**src/rtl/sfp_ram.sv**
```systemverilog
// generic single write port ram with registered read
module sfp_ram #(
  parameter int WIDTH = 8,
  parameter int DEPTH = 256
) (
  input  logic                     clk,
  input  logic                     we,
  input  logic [$clog2(DEPTH)-1:0] waddr,
  input  logic [WIDTH-1:0]         wdata,
  input  logic                     re,
  input  logic [$clog2(DEPTH)-1:0] raddr,
  output logic [WIDTH-1:0]         rdata
);

  logic [WIDTH-1:0] mem [DEPTH];

  // write port
  always_ff @(posedge clk) begin
    if (we) begin
      mem[waddr] <= wdata;
    end
  end

  // registered read port
  always_ff @(posedge clk) begin
    if (re) begin
      rdata <= mem[raddr];
    end
  end

endmodule

```
**config.mk**
```make
export PLATFORM = sky130hd
export DESIGN_NAME = sfp_ram
export DESIGN_NICKNAME = d
export VERILOG_FILES = /design/src/rtl/sfp_ram.sv
export SDC_FILE = /design/constraint.sdc
export NUM_CORES = 2
export LEC_CHECK = 0
export ABC_AREA = 1
export BUFFER_PORTS_ARGS = -buffer_cell sky130_fd_sc_hd__buf_2
export CORE_MARGIN = 2
export CORE_UTILIZATION = 25
export CTS_BUF_LIST = sky130_fd_sc_hd__clkbuf_16
export DETAILED_ROUTE_END_ITERATION = 10
export PLACE_DENSITY = 0.44
export SKIP_LAST_GASP = 1
export SYNTH_ARGS = -nofsm -noshare
export SYNTH_HDL_FRONTEND = slang
export SYNTH_SLANG_ARGS = --single-unit
```
**constraint.sdc**
```tcl
create_clock -name clk -period 2.7 [get_ports clk]
set_input_delay 0.27 -clock clk [delete_from_list [all_inputs] [get_ports clk]]
set_output_delay 0.27 -clock clk [all_outputs]
set_load 0.03 [all_outputs]
```
Word level (Yosys, flattened, before mapping) --
Memories as Yosys holds them, arrays and structs flattened. A register that Yosys moved wholly into a read port is not among the register bits. Index checks and enable logic that the tools add are counted.
Storage, ports and cells: memories 1, word-level logic and storage cells 3, input bits 27, register bits after elaboration 0, RAM bits 2048
Operators by class: muxes and demuxes 2
Memories:
- mem | words 256, width 8, rd ports 1, clocked after Yosys merged registers in 1, write ports 1, RTL line 15 | logic [WIDTH-1:0] mem [DEPTH];
Operator list (count):
- $mux 1 | 2

Longest topological paths before layout --
word-level depth 2, depth in mapped cells 15

Worst setup path before layout --
Ideal clock, no wire load.
path type input-to-reg, start point input we, end point memory mem[162][0] (enable), library setup time 0.370 ns, buffers on the path 2, data arrival time 1.391 ns, stages 4, setup slack 0.939 ns, data required time 2.330 ns, cells stage by stage clkbuf_1 nand3_1 clkbuf_1 nor2_1
Between the ends: longest elaborated chain between the ends 2
Ends and longest elaborated chain:
- start: declaration | RTL line 7 | input logic we,
- $mux 1 | RTL line 19 | if (we) begin
- $mux 1 (implied by the code) | RTL line 20 | mem[waddr] <= wdata;
- end: declaration | RTL line 15
No other way between the ends.

Worst setup path after layout --
start point register rdata[6], read port of mem, end point output rdata[6]
RTL lines:
- start: declaration | RTL line 12 | output logic [WIDTH-1:0] rdata
No word-level cell between the ends.

==> reports/qor.yml <==
setup_path:
  cp-startpoint: "rdata[6]$_DFFE_PP_"
  r2r_setup_slack_ps: 480
  cp_max_fo: 1
  start_kind: "flop"
  arrival_ps: 2020
  critical_path_class: "reg2out"
  crit_family: "flip-flops"
  cp.buffers_inverters: 1
  cp_data_required_time_ps: 2430
  cp-endpoint: "rdata[6]"
  critPathMaxStageDelay_ps: 820
  path_cells: "buf_2"
  path_depth: 1
  crit_slowest_cell: "edfxtp_1"
  reg2reg_to: "rdata[6]$_DFFE_PP_"
  critical_path.endpoint_type: "output pin"
  ff2ff_path_depth: 10
  rr_startpoint: "mem[126][6]$_DFFE_PP_"
grt:
  grt_pass1_vias: 54670
  antenna_found_initial: 19
  grt_pass1_wl_um: 392500
  globalRouteOverflowTotal: 0
  grt_util_all_layers: 0.1566
  grt_max_degree: 80
finish:
  finalNetCount: 7377
  finalInstanceArea_um2: 99760
  drive_above_1_share: 0.1215
  area_growth_pct: 19.50
  fin_cells: 11920
clocking:
  cts-root-buf: "clkbuf_16"
  cts_tree: "yes"
  clk_pin_slew_ps: 60
  cts_buffers: 223
  holdBufCountCts: 10
  cts_sinks: 2056
  cts_setup_buffers: 0
  post_cts_resized: 0
  htree_levels: 4
  clk_latency_ps: 900
  clockBufferDepth: 4
power:
  peakVddDrop_uv: 503.4
  p_per_area_nw_per_um2: 700.3
  cellLeakagePower_nw: 34.85
detailed_routing:
  drcViolationCount: 0
  dr_total_vias: 55540
  firstDrtPassIters: 5
  ant_nets: 0
  routed_wirelength_um: 271600
  viasPerCell: 4.660
  drt-initial-drc-count: 5636
  wl_per_cell_um: 22.78
sta:
  worst_pin_slew_ps: 832.3
  fin_crit_sh: 0.8476
  rsz0062_at_grt: "false"
  finalSetupViolCount: 0
  slew_headroom: 0.4431
  max_freq_ghz: 0.4370
  fin_tns_setup_ps: 0
  hold_violations: 0
  period_minus_slack_ps: 2289
  clock_skew_ps: 37.83
  drv_slew: 0
place:
  placed_area_um2: 92560
  routabilityCongestion: 0.8420
  portBuffers: 34
  dpl.hpwl_um: 167300
  placed_cells: 11500
die:
  fp-row-count: 212
  start_util: 0.2508
  io_pins: 35
  dieHeight_um: 581.8
  die_area_um2: 338500
  coreArea_um2: 332900
  die_w_um: 581.8
logic_synthesis:
  netlist_instances: 7003
  syn_area_um2: 83480
  syn_nets: 7030
  avgSynthCellArea_um2: 11.92
  ys_seq_area_frac: 0.7396
  synth_cell_types: 13
  synth-warning-count: 0
  ys_seq_elements: 2056
min_path:
  hp-start: "waddr[5]"
  hold_path.class: "in2reg"
status:
  status: "complete, no violations"
job:
  cap_viol_max_count: 0
-- layer usage --
layer | GRT usage | part of all wire | vias to the layer above
li1 | - | - | 25610
met1 | 0.2190 | 0.45 | 27890
met2 | 0.2529 | 0.47 | 1675
met3 | 0.01973 | 0.057 | 363
met4 | 0.04648 | 0.027 | 8
met5 | 0 | 0.00021 | -
-- registers in the layout, indices dropped and copies added (netlist names) --
signal	cells
mem	2048
rdata	8
-- synth_stat cells (all sizes together) --
library cell | number | share of area
buf | 371 | 0.024
inv | 39 | 0.0018
nand3 | 2019 | 0.12
edfxtp | 2056 | 0.74
nand2 | 2123 | 0.095
nor2 | 283 | 0.013
clkbuf | 112 | 0.0050
-- power by group --
group          internal, mW  switching (mW)
Sequential             35.2          0.0574
Clock                  17.3            12.7
Combinational          1.26            3.39
-- cell families after synthesis --
kind of cell / share of synthesized area
simple gates: 0.2292
buf+inv: 0.03116
flops: 0.7396
-- per-stage QoR --
step                utilization  hold WS, ps  power [mW]  setup slack [ps]
floorplan                     -        368.9       38.09             938.5
global placement         0.2780        665.4       40.59            -311.7
detailed placement       0.2780        664.5       40.59            -257.1
CTS                      0.2996        106.2       70.58             333.9
global route             0.2997        213.9       72.01             433.0
finish                   0.2997        175.4       69.86             411.4
-- layout make-up --
cell class / instances / area (µm²)
Clock inverter: 178 / 1458
Sequential cell: 2056 / 61740
Inverter: 39 / 182.7
Fill cell: 33560 / 233100
Clock buffer: 225 / 5630
Multi-Input combinational cell: 4425 / 19170
Timing Repair Buffer: 605 / 6077
Tap cell: 4387 / 5489
Antenna cell: 5 / 12.51
-- cell usage in the layout (no fill, tap or decap), types with 4 or more instances in the layout --
cell              n
nand2_1        2110
edfxtp_1       2056
nand3_1        2019
buf_4           444
nor2_1          283
clkbuf_16       225
buf_12          118
inv_1            84
clkinv_1         51
clkinv_2         33
bufinv_16        23
buf_2            21
nand2_2          13
buf_8            11
clkinvlp_4       10
dlygate4sd3_1    10
diode_2           5
inv_6             4
clkinv_4          4
-- worst min-delay path by stage --
stage / endpoint / slack [ps] / cells past startpoint
floorplan: mem[0][0]$_DFFE_PP_ / 370 / 0
detailed placement: mem[73][3]$_DFFE_PP_ / 660 / 1
global route: mem[30][5]$_DFFE_PP_ / 210 / 4
finish: mem[30][5]$_DFFE_PP_ / 180 / 4
global placement: mem[79][3]$_DFFE_PP_ / 670 / 1
CTS: mem[30][5]$_DFFE_PP_ / 110 / 4
Note: power is estimated with default switching activity, not from simulation.
