--- src/rtl/sfp_pkg.sv ---
// shared types, codes and constants for the sync frame parser
package sfp_pkg;

  // default store sizes
  localparam int PAYLOAD_MAX_DEF = 256;
  localparam int RAW_MAX_DEF     = 1024;

  // frame markers
  localparam logic [7:0] SYNC_CHAR1 = 8'hB5;
  localparam logic [7:0] SYNC_CHAR2 = 8'h62;
  localparam logic [7:0] RAW_CLASS  = 8'h02;
  localparam logic [7:0] RAW_ID     = 8'h10;

  // rebuilt header bytes ahead of the raw payload
  localparam int RAW_HDR_LEN = 6;
  // header plus checksum bytes counted in the raw size
  localparam int RAW_OVERHEAD = 8;
  // checksum bytes stored after the raw payload
  localparam int CK_LEN = 2;

  // operation codes
  localparam logic [1:0] OP_RX      = 2'd0;
  localparam logic [1:0] OP_RD_PAY  = 2'd1;
  localparam logic [1:0] OP_RD_RAW  = 2'd2;

  // result kinds
  localparam logic [1:0] KIND_GOOD  = 2'd0;
  localparam logic [1:0] KIND_RAW   = 2'd1;
  localparam logic [1:0] KIND_READ  = 2'd2;

  // parser states
  typedef enum logic [3:0] {
    ST_SYNC1,
    ST_SYNC2,
    ST_CLASS,
    ST_ID,
    ST_LEN1,
    ST_LEN2,
    ST_DATA,
    ST_CKA,
    ST_CKB,
    ST_RAW
  } parse_state_t;

  // where the read data of the output word comes from
  typedef enum logic [1:0] {
    SRC_REG,
    SRC_PAY,
    SRC_RAW
  } rd_src_t;

  // frame result from the parser
  typedef struct packed {
    logic        valid;
    logic [1:0]  kind;
    logic [7:0]  msg_class;
    logic [7:0]  msg_id;
    logic [9:0]  payload_length;
    logic [10:0] raw_size;
  } frame_res_t;

endpackage

--- src/rtl/sfp_parser.sv ---
// byte parser: sync hunt, header capture, fletcher sum and store write control
module sfp_parser #(
  parameter int PAYLOAD_MAX = sfp_pkg::PAYLOAD_MAX_DEF,
  parameter int RAW_MAX     = sfp_pkg::RAW_MAX_DEF,
  localparam int CNT_W = $clog2((PAYLOAD_MAX > RAW_MAX ? PAYLOAD_MAX : RAW_MAX) + 1)
) (
  input  logic               clk,
  input  logic               rst_n,
  input  logic               byte_valid,
  input  logic [7:0]         rx_byte,
  output sfp_pkg::frame_res_t res,
  output logic               pay_we,
  output logic               raw_we,
  output logic [CNT_W-1:0]   wr_cnt,
  output logic [15:0]        raw_hdr_len
);

  sfp_pkg::parse_state_t state_r, state_nxt;
  logic [7:0]       class_r, class_nxt;
  logic [7:0]       id_r, id_nxt;
  logic [15:0]      len_r, len_nxt;
  logic [CNT_W-1:0] cnt_r, cnt_nxt;
  logic [7:0]       sum_a_r, sum_a_nxt;
  logic [7:0]       sum_b_r, sum_b_nxt;
  logic [7:0]       rsa_r, rsa_nxt;
  logic [15:0]      hdr_len_r, hdr_len_nxt;

  logic [7:0]  sum_a_add;
  logic [7:0]  sum_b_add;
  logic [16:0] cnt_inc;
  logic [15:0] len_full;

  // running fletcher update for the current byte
  assign sum_a_add = sum_a_r + rx_byte;
  assign sum_b_add = sum_b_r + sum_a_add;
  assign cnt_inc   = 17'(cnt_r) + 17'd1;
  assign len_full  = {rx_byte, len_r[7:0]};

  assign wr_cnt      = cnt_r;
  assign raw_hdr_len = hdr_len_r;

  // state register
  always_ff @(posedge clk) begin
    if (!rst_n) begin
      state_r <= sfp_pkg::ST_SYNC1;
    end else begin
      state_r <= state_nxt;
    end
  end

  // frame registers
  always_ff @(posedge clk) begin
    if (!rst_n) begin
      class_r   <= '0;
      id_r      <= '0;
      len_r     <= '0;
      cnt_r     <= '0;
      sum_a_r   <= '0;
      sum_b_r   <= '0;
      rsa_r     <= '0;
      hdr_len_r <= '0;
    end else begin
      class_r   <= class_nxt;
      id_r      <= id_nxt;
      len_r     <= len_nxt;
      cnt_r     <= cnt_nxt;
      sum_a_r   <= sum_a_nxt;
      sum_b_r   <= sum_b_nxt;
      rsa_r     <= rsa_nxt;
      hdr_len_r <= hdr_len_nxt;
    end
  end

  // next state, store writes and frame results
  always_comb begin
    state_nxt   = state_r;
    class_nxt   = class_r;
    id_nxt      = id_r;
    len_nxt     = len_r;
    cnt_nxt     = cnt_r;
    sum_a_nxt   = sum_a_r;
    sum_b_nxt   = sum_b_r;
    rsa_nxt     = rsa_r;
    hdr_len_nxt = hdr_len_r;
    res         = '0;
    pay_we      = 1'b0;
    raw_we      = 1'b0;
    if (byte_valid) begin
      case (state_r)
        sfp_pkg::ST_SYNC1: begin
          if (rx_byte == sfp_pkg::SYNC_CHAR1) begin
            state_nxt = sfp_pkg::ST_SYNC2;
          end
        end
        sfp_pkg::ST_SYNC2: begin
          if (rx_byte == sfp_pkg::SYNC_CHAR2) begin
            state_nxt = sfp_pkg::ST_CLASS;
            sum_a_nxt = '0;
            sum_b_nxt = '0;
          end else begin
            state_nxt = sfp_pkg::ST_SYNC1;
          end
        end
        sfp_pkg::ST_CLASS: begin
          class_nxt = rx_byte;
          sum_a_nxt = sum_a_add;
          sum_b_nxt = sum_b_add;
          state_nxt = sfp_pkg::ST_ID;
        end
        sfp_pkg::ST_ID: begin
          id_nxt    = rx_byte;
          sum_a_nxt = sum_a_add;
          sum_b_nxt = sum_b_add;
          state_nxt = sfp_pkg::ST_LEN1;
        end
        sfp_pkg::ST_LEN1: begin
          len_nxt   = {8'h00, rx_byte};
          sum_a_nxt = sum_a_add;
          sum_b_nxt = sum_b_add;
          state_nxt = sfp_pkg::ST_LEN2;
        end
        sfp_pkg::ST_LEN2: begin
          len_nxt   = len_full;
          sum_a_nxt = sum_a_add;
          sum_b_nxt = sum_b_add;
          cnt_nxt   = '0;
          // raw path, oversize drop, empty frame or payload
          if (class_r == sfp_pkg::RAW_CLASS && id_r == sfp_pkg::RAW_ID) begin
            if (17'(len_full) + 17'(sfp_pkg::RAW_OVERHEAD) > 17'(RAW_MAX)) begin
              state_nxt = sfp_pkg::ST_SYNC1;
            end else begin
              state_nxt = sfp_pkg::ST_RAW;
            end
          end else if (17'(len_full) > 17'(PAYLOAD_MAX)) begin
            state_nxt = sfp_pkg::ST_SYNC1;
          end else if (len_full == 16'd0) begin
            state_nxt = sfp_pkg::ST_CKA;
          end else begin
            state_nxt = sfp_pkg::ST_DATA;
          end
        end
        sfp_pkg::ST_DATA: begin
          sum_a_nxt = sum_a_add;
          sum_b_nxt = sum_b_add;
          pay_we    = 1'b1;
          cnt_nxt   = CNT_W'(cnt_inc);
          if (cnt_inc >= 17'(len_r)) begin
            state_nxt = sfp_pkg::ST_CKA;
          end
        end
        sfp_pkg::ST_CKA: begin
          rsa_nxt   = rx_byte;
          state_nxt = sfp_pkg::ST_CKB;
        end
        sfp_pkg::ST_CKB: begin
          state_nxt = sfp_pkg::ST_SYNC1;
          // both checksum bytes must match
          if (sum_a_r == rsa_r && sum_b_r == rx_byte) begin
            res.valid          = 1'b1;
            res.kind           = sfp_pkg::KIND_GOOD;
            res.msg_class      = class_r;
            res.msg_id         = id_r;
            res.payload_length = len_r[9:0];
          end
        end
        sfp_pkg::ST_RAW: begin
          raw_we  = 1'b1;
          cnt_nxt = CNT_W'(cnt_inc);
          // payload and checksum bytes all stored
          if (cnt_inc == 17'(len_r) + 17'(sfp_pkg::CK_LEN)) begin
            state_nxt          = sfp_pkg::ST_SYNC1;
            hdr_len_nxt        = len_r;
            res.valid          = 1'b1;
            res.kind           = sfp_pkg::KIND_RAW;
            res.msg_class      = sfp_pkg::RAW_CLASS;
            res.msg_id         = sfp_pkg::RAW_ID;
            res.payload_length = len_r[9:0];
            res.raw_size       = 11'(len_r + 16'(sfp_pkg::RAW_OVERHEAD));
          end
        end
        default: begin
          state_nxt = sfp_pkg::ST_SYNC1;
        end
      endcase
    end
  end

endmodule

--- config.mk ---
export PLATFORM = sky130hd
export DESIGN_NAME = sfp_parser
export DESIGN_NICKNAME = d
export VERILOG_FILES = /design/src/rtl/sfp_pkg.sv /design/src/rtl/sfp_parser.sv
export SDC_FILE = /design/constraint.sdc
export NUM_CORES = 1
export LEC_CHECK = 0
export BUFFER_PORTS_ARGS = -buffer_cell sky130_fd_sc_hd__buf_2
export CORE_ASPECT_RATIO = 1.5
export CORE_MARGIN = 4
export CORE_UTILIZATION = 25
export DETAILED_ROUTE_END_ITERATION = 6
export SLEW_MARGIN = 30
export SYNTH_ARGS = -nofsm -noshare
export SYNTH_HDL_FRONTEND = slang
export SYNTH_SLANG_ARGS = --single-unit
--- constraint.sdc ---
create_clock -name clk -period 6.3 [get_ports clk]
set_clock_uncertainty 0.15 [all_clocks]
set_input_delay 0.63 -clock clk [delete_from_list [all_inputs] [get_ports clk]]
set_output_delay 0.63 -clock clk [all_outputs]
set_load 0.03 [all_outputs]
After elaboration in Yosys (flattened, before gate mapping)
Index checks and enable logic that the tools add are counted.
- bits in registers: 87
- add/sub/neg operators: 6
- order comparisons: 3
- eq/ne operators: 20
- mux-type cells: 23
- bitwise gates (word level): 1
- reduce and logical (&&, ||, !) cells: 18
- operators by type and width (kind ; count):
    two-way mux 40 bit ; 2
    one-hot mux 29 bit (2 select lines) ; 1
    one-hot mux 4 bit (9 select lines) ; 1
    one-hot mux 16 bit (2 select lines) ; 1
    one-hot mux 8 bit (2 select lines) ; 2
    two-way mux 29 bit ; 1
    one-hot mux 11 bit (2 select lines) ; 1
    two-way mux 4 bit ; 5
    adder 16 x 2 -> 17 bit (second input constant) ; 1
    adder 16 x 4 -> 17 bit (second input constant) ; 1
    equality test 12 x 17 -> 1 bit ; 1
    greater-than comparator 17 x 11 -> 1 bit (second input constant) ; 1
    adder 8 bit ; 2
    equality test 4 x 3 -> 1 bit (second input constant) ; 4
    equality test 8 bit ; 2
    >= comparator 12 x 16 -> 1 bit ; 1
    greater-than comparator 16 x 9 -> 1 bit (second input constant) ; 1
    logical NOT 16 bit ; 1
    adder 11 x 1 -> 12 bit (second input constant) ; 1
    adder 11 x 4 -> 11 bit (second input constant) ; 1
    two-way mux 11 bit ; 1
    AND reduction 2 bit ; 5
    AND reduction 3 bit ; 3
    equality test 4 x 2 -> 1 bit (second input constant) ; 2
    other kinds (18) ; 29

Depth between registers and ports, before layout
Gate-level depths: netlist of run 1.
- depth in word-level cells: 5
- mapped depth: 16
- depth with buffers taken out: 16

Least setup slack after synthesis of run 1
No wires, ideal clock.
- path kind: register to output
- start point: register cnt_r[0] (netlist: wr_cnt[0])
- end point: output res[10] (netlist bit)
- arrival time: 3.128 ns
- required time: 5.520 ns
- path slack: 2.392 ns
- stages on the path, launching flop included: 11
- buffers on the path: 2
- cells stage by stage: dfxtp_1 ha_1 nand4_2 or3_1 a22oi_1 nand2b_1 mux2i_1 or4b_1 buf_6 buf_2 nor2_1
- RTL lines (what ; line ; RTL):
    from (decl) ; sfp_parser.sv:22 ; logic [CNT_W-1:0] cnt_r, cnt_nxt;
    from (signal assigned) ; sfp_parser.sv:66 ; cnt_r <= cnt_nxt;
    to (decl) ; sfp_parser.sv:11 ; output sfp_pkg::frame_res_t res,

==> results of run 1 <==
[worst register-to-register path, cell delays in order, from the launching register on]
cell and delay (ps):
sky130_fd_sc_hd__dfxtp_1 470, sky130_fd_sc_hd__nand4_1 220, sky130_fd_sc_hd__or3_1 470, sky130_fd_sc_hd__nor3_1 370
sky130_fd_sc_hd__ha_1 330, sky130_fd_sc_hd__a211oi_1 270, sky130_fd_sc_hd__o21ai_0 190, sky130_fd_sc_hd__a31oi_1 170
sky130_fd_sc_hd__a211o_1 130, sky130_fd_sc_hd__a41oi_1 130, sky130_fd_sc_hd__o41a_1 210, sky130_fd_sc_hd__a2111oi_0 380
[Yosys cell counts, types with 5 or more instances]
| cell type | number | area, µm² |
|---|---|---|
| sky130_fd_sc_hd__nor4_1 | 15 | 93.84 |
| sky130_fd_sc_hd__dfxtp_1 | 87 | 1742 |
| sky130_fd_sc_hd__a21oi_1 | 55 | 275.3 |
| sky130_fd_sc_hd__and4_1 | 6 | 52.55 |
| sky130_fd_sc_hd__xor2_1 | 12 | 105.1 |
| sky130_fd_sc_hd__or3_1 | 10 | 62.56 |
| sky130_fd_sc_hd__a21o_1 | 7 | 52.55 |
| sky130_fd_sc_hd__and3_1 | 23 | 143.9 |
| sky130_fd_sc_hd__buf_2 | 6 | 30.03 |
| sky130_fd_sc_hd__ha_1 | 31 | 387.9 |
| sky130_fd_sc_hd__mux2i_1 | 29 | 290.3 |
| sky130_fd_sc_hd__and2_1 | 11 | 68.82 |
| sky130_fd_sc_hd__nand2b_1 | 6 | 37.54 |
| sky130_fd_sc_hd__inv_1 | 30 | 112.6 |
| sky130_fd_sc_hd__o21ai_0 | 13 | 65.06 |
| sky130_fd_sc_hd__a22oi_1 | 13 | 97.59 |
| sky130_fd_sc_hd__nor2_1 | 83 | 311.6 |
| sky130_fd_sc_hd__nor3_1 | 12 | 60.06 |
| sky130_fd_sc_hd__nand3_1 | 52 | 260.3 |
| sky130_fd_sc_hd__clkbuf_1 | 41 | 153.9 |
| sky130_fd_sc_hd__xnor2_1 | 45 | 394.1 |
| sky130_fd_sc_hd__nand2_1 | 57 | 214.0 |
| sky130_fd_sc_hd__nand4_1 | 11 | 68.82 |
| sky130_fd_sc_hd__a211oi_1 | 5 | 37.54 |
[state kept, by name (all words and copies together), names as in the netlist]
register	flops
id_r	8
len_r	16
raw_hdr_len	16
wr_cnt	11
sum_a_r	8
sum_b_r	8
class_r	8
state_r	4
rsa_r	8
[routing by layer]
metal	vias to the layer above	track usage [%]	part of all wire (%)
met5	-	0	0
met4	0	5.920	2.8
met3	23	3.019	4.2
met2	101	23.36	51
met1	2402	15.56	42
li1	2613	-	-
[power groups by stage]
stage	sequential (mW)	combinational (mW)	clock (mW)
after CTS	0.657	0.390	0.609
after global placement	0.669	0.387	0
after global routing	0.665	0.436	0.632
after floorplan	0.623	0.336	0
final	0.658	0.390	0.594
after detailed placement	0.670	0.389	0
[worst max path at each step]
stage          slack (ps)  cells after the start       from      end
2_1_floorplan        2390                     10  wr_cnt[0]  res[10]
3_3_place_gp         2060                     10   len_r[3]  res[18]
3_5_place_dp         2000                     10   len_r[3]  res[17]
4_1_cts              1620                     10   len_r[3]  res[17]
5_1_grt              1360                     10   len_r[3]  res[18]
6_report             1690                     10   len_r[3]  res[17]
[cells in the final DEF (no fill, tap or decap), types with 9 or more instances in the layout]
master / count
sky130_fd_sc_hd__a21oi_1: 55
sky130_fd_sc_hd__a22oi_1: 13
sky130_fd_sc_hd__and2_1: 11
sky130_fd_sc_hd__and3_1: 23
sky130_fd_sc_hd__buf_2: 78
sky130_fd_sc_hd__clkbuf_16: 9
sky130_fd_sc_hd__dfxtp_1: 87
sky130_fd_sc_hd__ha_1: 31
sky130_fd_sc_hd__inv_1: 30
sky130_fd_sc_hd__mux2i_1: 29
sky130_fd_sc_hd__nand2_1: 57
sky130_fd_sc_hd__nand3_1: 52
sky130_fd_sc_hd__nand4_1: 11
sky130_fd_sc_hd__nor2_1: 83
sky130_fd_sc_hd__nor3_1: 12
sky130_fd_sc_hd__nor4_1: 14
sky130_fd_sc_hd__o21ai_0: 13
sky130_fd_sc_hd__or3_1: 10
sky130_fd_sc_hd__xnor2_1: 45
sky130_fd_sc_hd__xor2_1: 12
[through the flow]
stage                     utilization, %  worst slack, ps
after floorplan                        -             2392
after global placement             28.12             2056
after detailed placement           28.12             2003
after CTS                          29.62             1617
after global routing               29.66             1357
final                              29.66             1695
[layout make-up]
type                    instances  share of cell area (%)
multi-input cells             547                   54.43
repair buffers                 82                   6.502
well taps                     272                   5.263
clock inverters                 7                   1.587
inverters                      31                   1.800
clock buffers                   9                   3.483
flip-flops and latches         87                   26.93
[logic make-up after synthesis]
group           after synthesis  synth area share (%)
compound gates              122                 13.63
xor+xnor                     57                 8.946
fa+ha+maj                    33                 7.668
buf+inv                      82                 5.987
flops                        87                 31.21
mux                          29                 5.202
other cells                   1               0.06720
simple gates                305                 27.29
==> flow_metrics.env, run 1 <==
export IMPL_n_antenna_cell=0
export IMPL_grt_first_pass_wirelength_mm=26.52
export IMPL_firstDrtPassIters=4
export IMPL_row_count=66
export IMPL_timing_critical_path_arrival_ps=3830
export IMPL_critical_path_slowest_cell="sky130_fd_sc_hd__dfxtp_1"
export IMPL_setup_repair_after_global_routing_missed_its_margin="false"
export IMPL_drive_gt1_share_pct=14.29
export IMPL_final_max_slew_viol_count=0
export IMPL_placement_cell_area_um2=6130
export IMPL_total_power_after_layout_mw=1.643
export IMPL_dr_iter_0_viols=357
export IMPL_worstReg2RegStart="wr_cnt[0]"
export IMPL_edff_count_synth=0
export IMPL_critPathCaptureType="output pin"
export IMPL_stdcell_count=1035
export IMPL_cts_repair_resized=0
export IMPL_synthesis_area_per_instance_um2=7.794
export IMPL_detail_route_drc_violations=0
export IMPL_placedCellCount=1019
export IMPL_cp_data_required_time_ps=5520
export IMPL_syn_inst=716
export IMPL_power_switching_fraction_pct=33.00
export IMPL_setup_viol=0
export IMPL_hold_worst_slack_ps=302.9
export IMPL_synth_net_count=760
export IMPL_min_path_type="reg -> reg"
export IMPL_cpPeakStageDelay_ps=700
export IMPL_post_drt_via_cell_ratio=4.965
export IMPL_antenna_violations_before_repair=0
export IMPL_p_switching_uw=542.3
export IMPL_setup_worst_path_class="reg -> out"
export IMPL_multiInputGateArea_um2=3520
export IMPL_timing_final_hold_violations=0
export IMPL_synthesis_yosys_warnings=0
export IMPL_p_per_area_nw_per_um2=254.1
export IMPL_die_width_um=130.0
export IMPL_portBuffers=78
export IMPL_count_of_cells_along_the_worst_hold_path=2
export IMPL_grt_overflow=0
export IMPL_fin_nets=802
export IMPL_postLayoutCellArea_um2=6466
export IMPL_number_of_distinct_standard_cells_referenced_by_the_synthesized_netlist=53
export IMPL_drtAntennaViolNets=0
export IMPL_run_status="finished clean"
export IMPL_worst_path_buf_inv=1
export IMPL_critical_path_top_delay_family="simple AND/OR/NAND/NOR gates"
export IMPL_grt_max_degree=82
export IMPL_worst_setup_hold_path_clk_slew_ps=70
export IMPL_clk_lat_worst_skew_ps=360
export IMPL_ys_dominant_reg_cell="sky130_fd_sc_hd__dfxtp_1"
export IMPL_design_core_area_um2=21800
export IMPL_ff2ff_path_depth=11
export IMPL_crit_path_max_fanout=16
export IMPL_fill_cells=2380
export IMPL_clock_root_buffer="sky130_fd_sc_hd__clkbuf_16"
export IMPL_clock_power_share_pct=36.2
export IMPL_worst_r2r_dst="state_r[1]"
export IMPL_maxCapViolations=0
export IMPL_total_leakage_power_nw=2.736
export IMPL_max_slew_worst_pin_slew_ps=952.7
export IMPL_synth_async_sr_flop_share_pct=0
export IMPL_cts_made_buffers=9
export IMPL_cts_hold_buffers_added=0
export IMPL_min_period_over_period_pct=73.10
export IMPL_top_level_ports=80
export IMPL_hold_path_startpoint="len_r[15]"
export IMPL_drt_wirelength_per_cell_um=15.82
export IMPL_max_freq_mhz=217.1
export IMPL_cts_buffer_depth=2
export IMPL_chipHeight_um=191.0
export IMPL_syn2layout_area_growth_pct=15.87
export IMPL_register_area_um2=1742
export IMPL_seqPwrFrac_pct=40.1
export IMPL_path_common_cell="sky130_fd_sc_hd__xnor2_1"
export IMPL_cp_cell_sequence="ha_1, and4_1, nand3_1, xnor2_1, xnor2_1, nand4_1, nor4b_1, o21a_1, and2_1, buf_2"
export IMPL_num_clock_sinks=87
export IMPL_synth_sequential_area_ratio_pct=31.21
export IMPL_first_global_vias=5113
export IMPL_critical_path_startpoint_type="flop"
export IMPL_power_internal_mw=1.101
export IMPL_gp_congestion=0.8281
export IMPL_worst_ir_drop_vdd_uv=164.8
export IMPL_worst_slew_margin_rel_pct=36.25
export IMPL_grt_usage_pct=13.43
export IMPL_die_area_um2=24820
export IMPL_hold_path_end="len_r[15]"
export IMPL_wire_length_after_detailed_routing_mm=16.37
export IMPL_timing_setup_tns_ps=0
export IMPL_reg2reg_slack_ps=2690
export IMPL_final_min_clock_period_ps=4605
export IMPL_combinationalPowerShare_pct=23.8
export IMPL_ys_seq_elements=87
export IMPL_cts_tree="built"
export IMPL_detailed_place_hpwl_mm=12.14
export IMPL_effective_utilization_at_floorplan_pct=25.60
export IMPL_clock_tree_htree_level_count=3
export IMPL_via_count=5139
export IMPL_synthesis_area_um2=5580
export IMPL_cts_repair_timing_setup_buffer_count=0
No activity file was read; power rests on OpenSTA's default activity.
==> run 2: changes to the inputs <==
==> constraint.sdc (replaced) <==
create_clock -name clk -period 4.6 [get_ports clk]
set_clock_uncertainty 0.15 [all_clocks]
set_input_delay 0.46 -clock clk [delete_from_list [all_inputs] [get_ports clk]]
set_output_delay 0.46 -clock clk [all_outputs]
set_load 0.03 [all_outputs]
==> run 2 against run 1 <==
Final area about the same. Sequential share of layout area hardly changed. Global-route usage rose by 0.20 points. First-iteration DRC count grew 0.28%. Setup slack lost 1300 ps. Clock power increased by 34%. Worst hold slack worse by 2.9 ps.
==> flow_metrics.env, run 2 (synthesis results as in run 1) <==
export IMPL_run_status="finished clean"
export IMPL_final_min_clock_period_ps=4166
export IMPL_register_area_um2=1742
export IMPL_hold_path_startpoint="rst_n"
export IMPL_gp_congestion=0.8326
export IMPL_placedCellCount=1023
export IMPL_cts_buffer_depth=2
export IMPL_portBuffers=78
export IMPL_post_drt_via_cell_ratio=5.116
export IMPL_die_area_um2=24820
export IMPL_worst_r2r_dst="state_r[1]"
export IMPL_hold_worst_slack_ps=300.1
export IMPL_worstReg2RegStart="wr_cnt[2]"
export IMPL_multiInputGateArea_um2=3511
export IMPL_total_power_after_layout_mw=2.242
export IMPL_via_count=5310
export IMPL_drt_wirelength_per_cell_um=16.13
export IMPL_maxCapViolations=0
export IMPL_cts_tree="built"
export IMPL_firstDrtPassIters=5
export IMPL_ff2ff_path_depth=11
export IMPL_worst_slew_margin_rel_pct=34.78
export IMPL_timing_setup_tns_ps=0
export IMPL_row_count=66
export IMPL_detail_route_drc_violations=0
export IMPL_max_freq_mhz=240.0
export IMPL_worst_setup_hold_path_clk_slew_ps=70
export IMPL_antenna_violations_before_repair=0
export IMPL_max_slew_worst_pin_slew_ps=969.3
export IMPL_clk_lat_worst_skew_ps=350
export IMPL_setup_worst_path_class="reg -> out"
export IMPL_first_global_vias=5190
export IMPL_top_level_ports=80
export IMPL_clock_tree_htree_level_count=3
export IMPL_cts_made_buffers=9
export IMPL_reg2reg_slack_ps=840
export IMPL_effective_utilization_at_floorplan_pct=25.60
export IMPL_wire_length_after_detailed_routing_mm=16.74
export IMPL_syn2layout_area_growth_pct=15.96
export IMPL_critPathCaptureType="output pin"
export IMPL_final_max_slew_viol_count=0
export IMPL_cts_hold_buffers_added=0
export IMPL_fin_nets=806
export IMPL_hold_path_end="state_r[0]"
export IMPL_design_core_area_um2=21800
export IMPL_total_leakage_power_nw=2.747
export IMPL_min_path_type="in -> reg"
export IMPL_drtAntennaViolNets=0
export IMPL_timing_critical_path_arrival_ps=3560
export IMPL_cts_repair_timing_setup_buffer_count=0
export IMPL_drive_gt1_share_pct=14.49
export IMPL_cp_data_required_time_ps=3990
export IMPL_fill_cells=2340
export IMPL_num_clock_sinks=87
export IMPL_n_antenna_cell=0
export IMPL_layout_cells_most_common_list="sky130_fd_sc_hd__dfxtp_1 (87), sky130_fd_sc_hd__nor2_1 (83), sky130_fd_sc_hd__buf_2 (78)"
export IMPL_chipHeight_um=191.0
export IMPL_cts_repair_resized=0
export IMPL_grt_overflow=0
export IMPL_setup_repair_after_global_routing_missed_its_margin="false"
export IMPL_detailed_place_hpwl_mm=12.39
export IMPL_worst_ir_drop_vdd_uv=170.3
export IMPL_dr_iter_0_viols=358
export IMPL_grt_first_pass_wirelength_mm=26.97
export IMPL_grt_max_degree=47
export IMPL_clock_root_buffer="sky130_fd_sc_hd__clkbuf_16"
export IMPL_layout_cells_most_common="sky130_fd_sc_hd__dfxtp_1"
export IMPL_p_per_area_nw_per_um2=346.5
export IMPL_timing_final_hold_violations=0
export IMPL_setup_viol=0
export IMPL_grt_usage_pct=13.63
export IMPL_stdcell_count=1038
export IMPL_min_period_over_period_pct=90.58
export IMPL_die_width_um=130.0
export IMPL_critical_path_startpoint_type="flop"
export IMPL_count_of_cells_along_the_worst_hold_path=2
export IMPL_crit_path_max_fanout=13
==> run 2: cell count changes in the layout (fill, tap and decap cells not counted) <==
cell                       change
sky130_fd_sc_hd__inv_8         -1
sky130_fd_sc_hd__buf_4         +4
sky130_fd_sc_hd__nor4_4        -1
sky130_fd_sc_hd__clkbuf_1      +1
sky130_fd_sc_hd__nor4_2        +1
sky130_fd_sc_hd__inv_6         -1
==> run 2: where the power goes <==
part | internal (mW) | switching (mW)
combinational | 0.222 | 0.326
sequential | 0.804 | 0.0960
clock | 0.475 | 0.319
total | 1.50 | 0.741
==> run 2: final cells by class <==
cell class / count / share of cell area, %
multi-input cells: 547 / 54.25
flip-flops and latches: 87 / 26.91
repair buffers: 86 / 6.961
well taps: 272 / 5.259
clock buffers: 10 / 3.538
inverters: 31 / 1.798
clock inverters: 5 / 1.276
==> run 2: metal layers <==
layer	GRT usage (%)	vias to the layer above	part of all wire, %
met5	0	-	0
met4	6.200	0	3.1
met3	2.991	41	5.1
met2	23.96	164	51
met1	15.54	2506	41
li1	-	2599	-
==> run 2: critical path: stages (launching register included) <==
cell                      delay (ps)
sky130_fd_sc_hd__dfxtp_1         570
sky130_fd_sc_hd__ha_1            420
sky130_fd_sc_hd__and4_1          360
sky130_fd_sc_hd__nand3_1         120
sky130_fd_sc_hd__xnor2_1         190
sky130_fd_sc_hd__xnor2_1         130
sky130_fd_sc_hd__nand4_1         170
sky130_fd_sc_hd__or4b_1          780
sky130_fd_sc_hd__nor2_1          240
sky130_fd_sc_hd__buf_2           220
==> run 2: metrics by stage <==
stage	setup WS, ps	util (%)	cell area, µm²
6_report	433.5	29.68	6471
2_1_floorplan	861.9	-	5580
5_1_grt	127.9	29.68	6471
3_3_place_gp	805.2	28.25	6160
3_5_place_dp	783.9	28.25	6160
4_1_cts	397.7	29.68	6471
==> run 2: worst max-delay path by stage <==
stage	to	start	slack, ps	depth (start not counted)
2_1_floorplan	res[10]	wr_cnt[0]	860	10
3_3_place_gp	res[6]	len_r[4]	810	9
3_5_place_dp	res[6]	len_r[4]	780	9
4_1_cts	res[6]	len_r[4]	400	9
5_1_grt	res[6]	len_r[4]	130	9
6_report	res[6]	len_r[4]	430	9
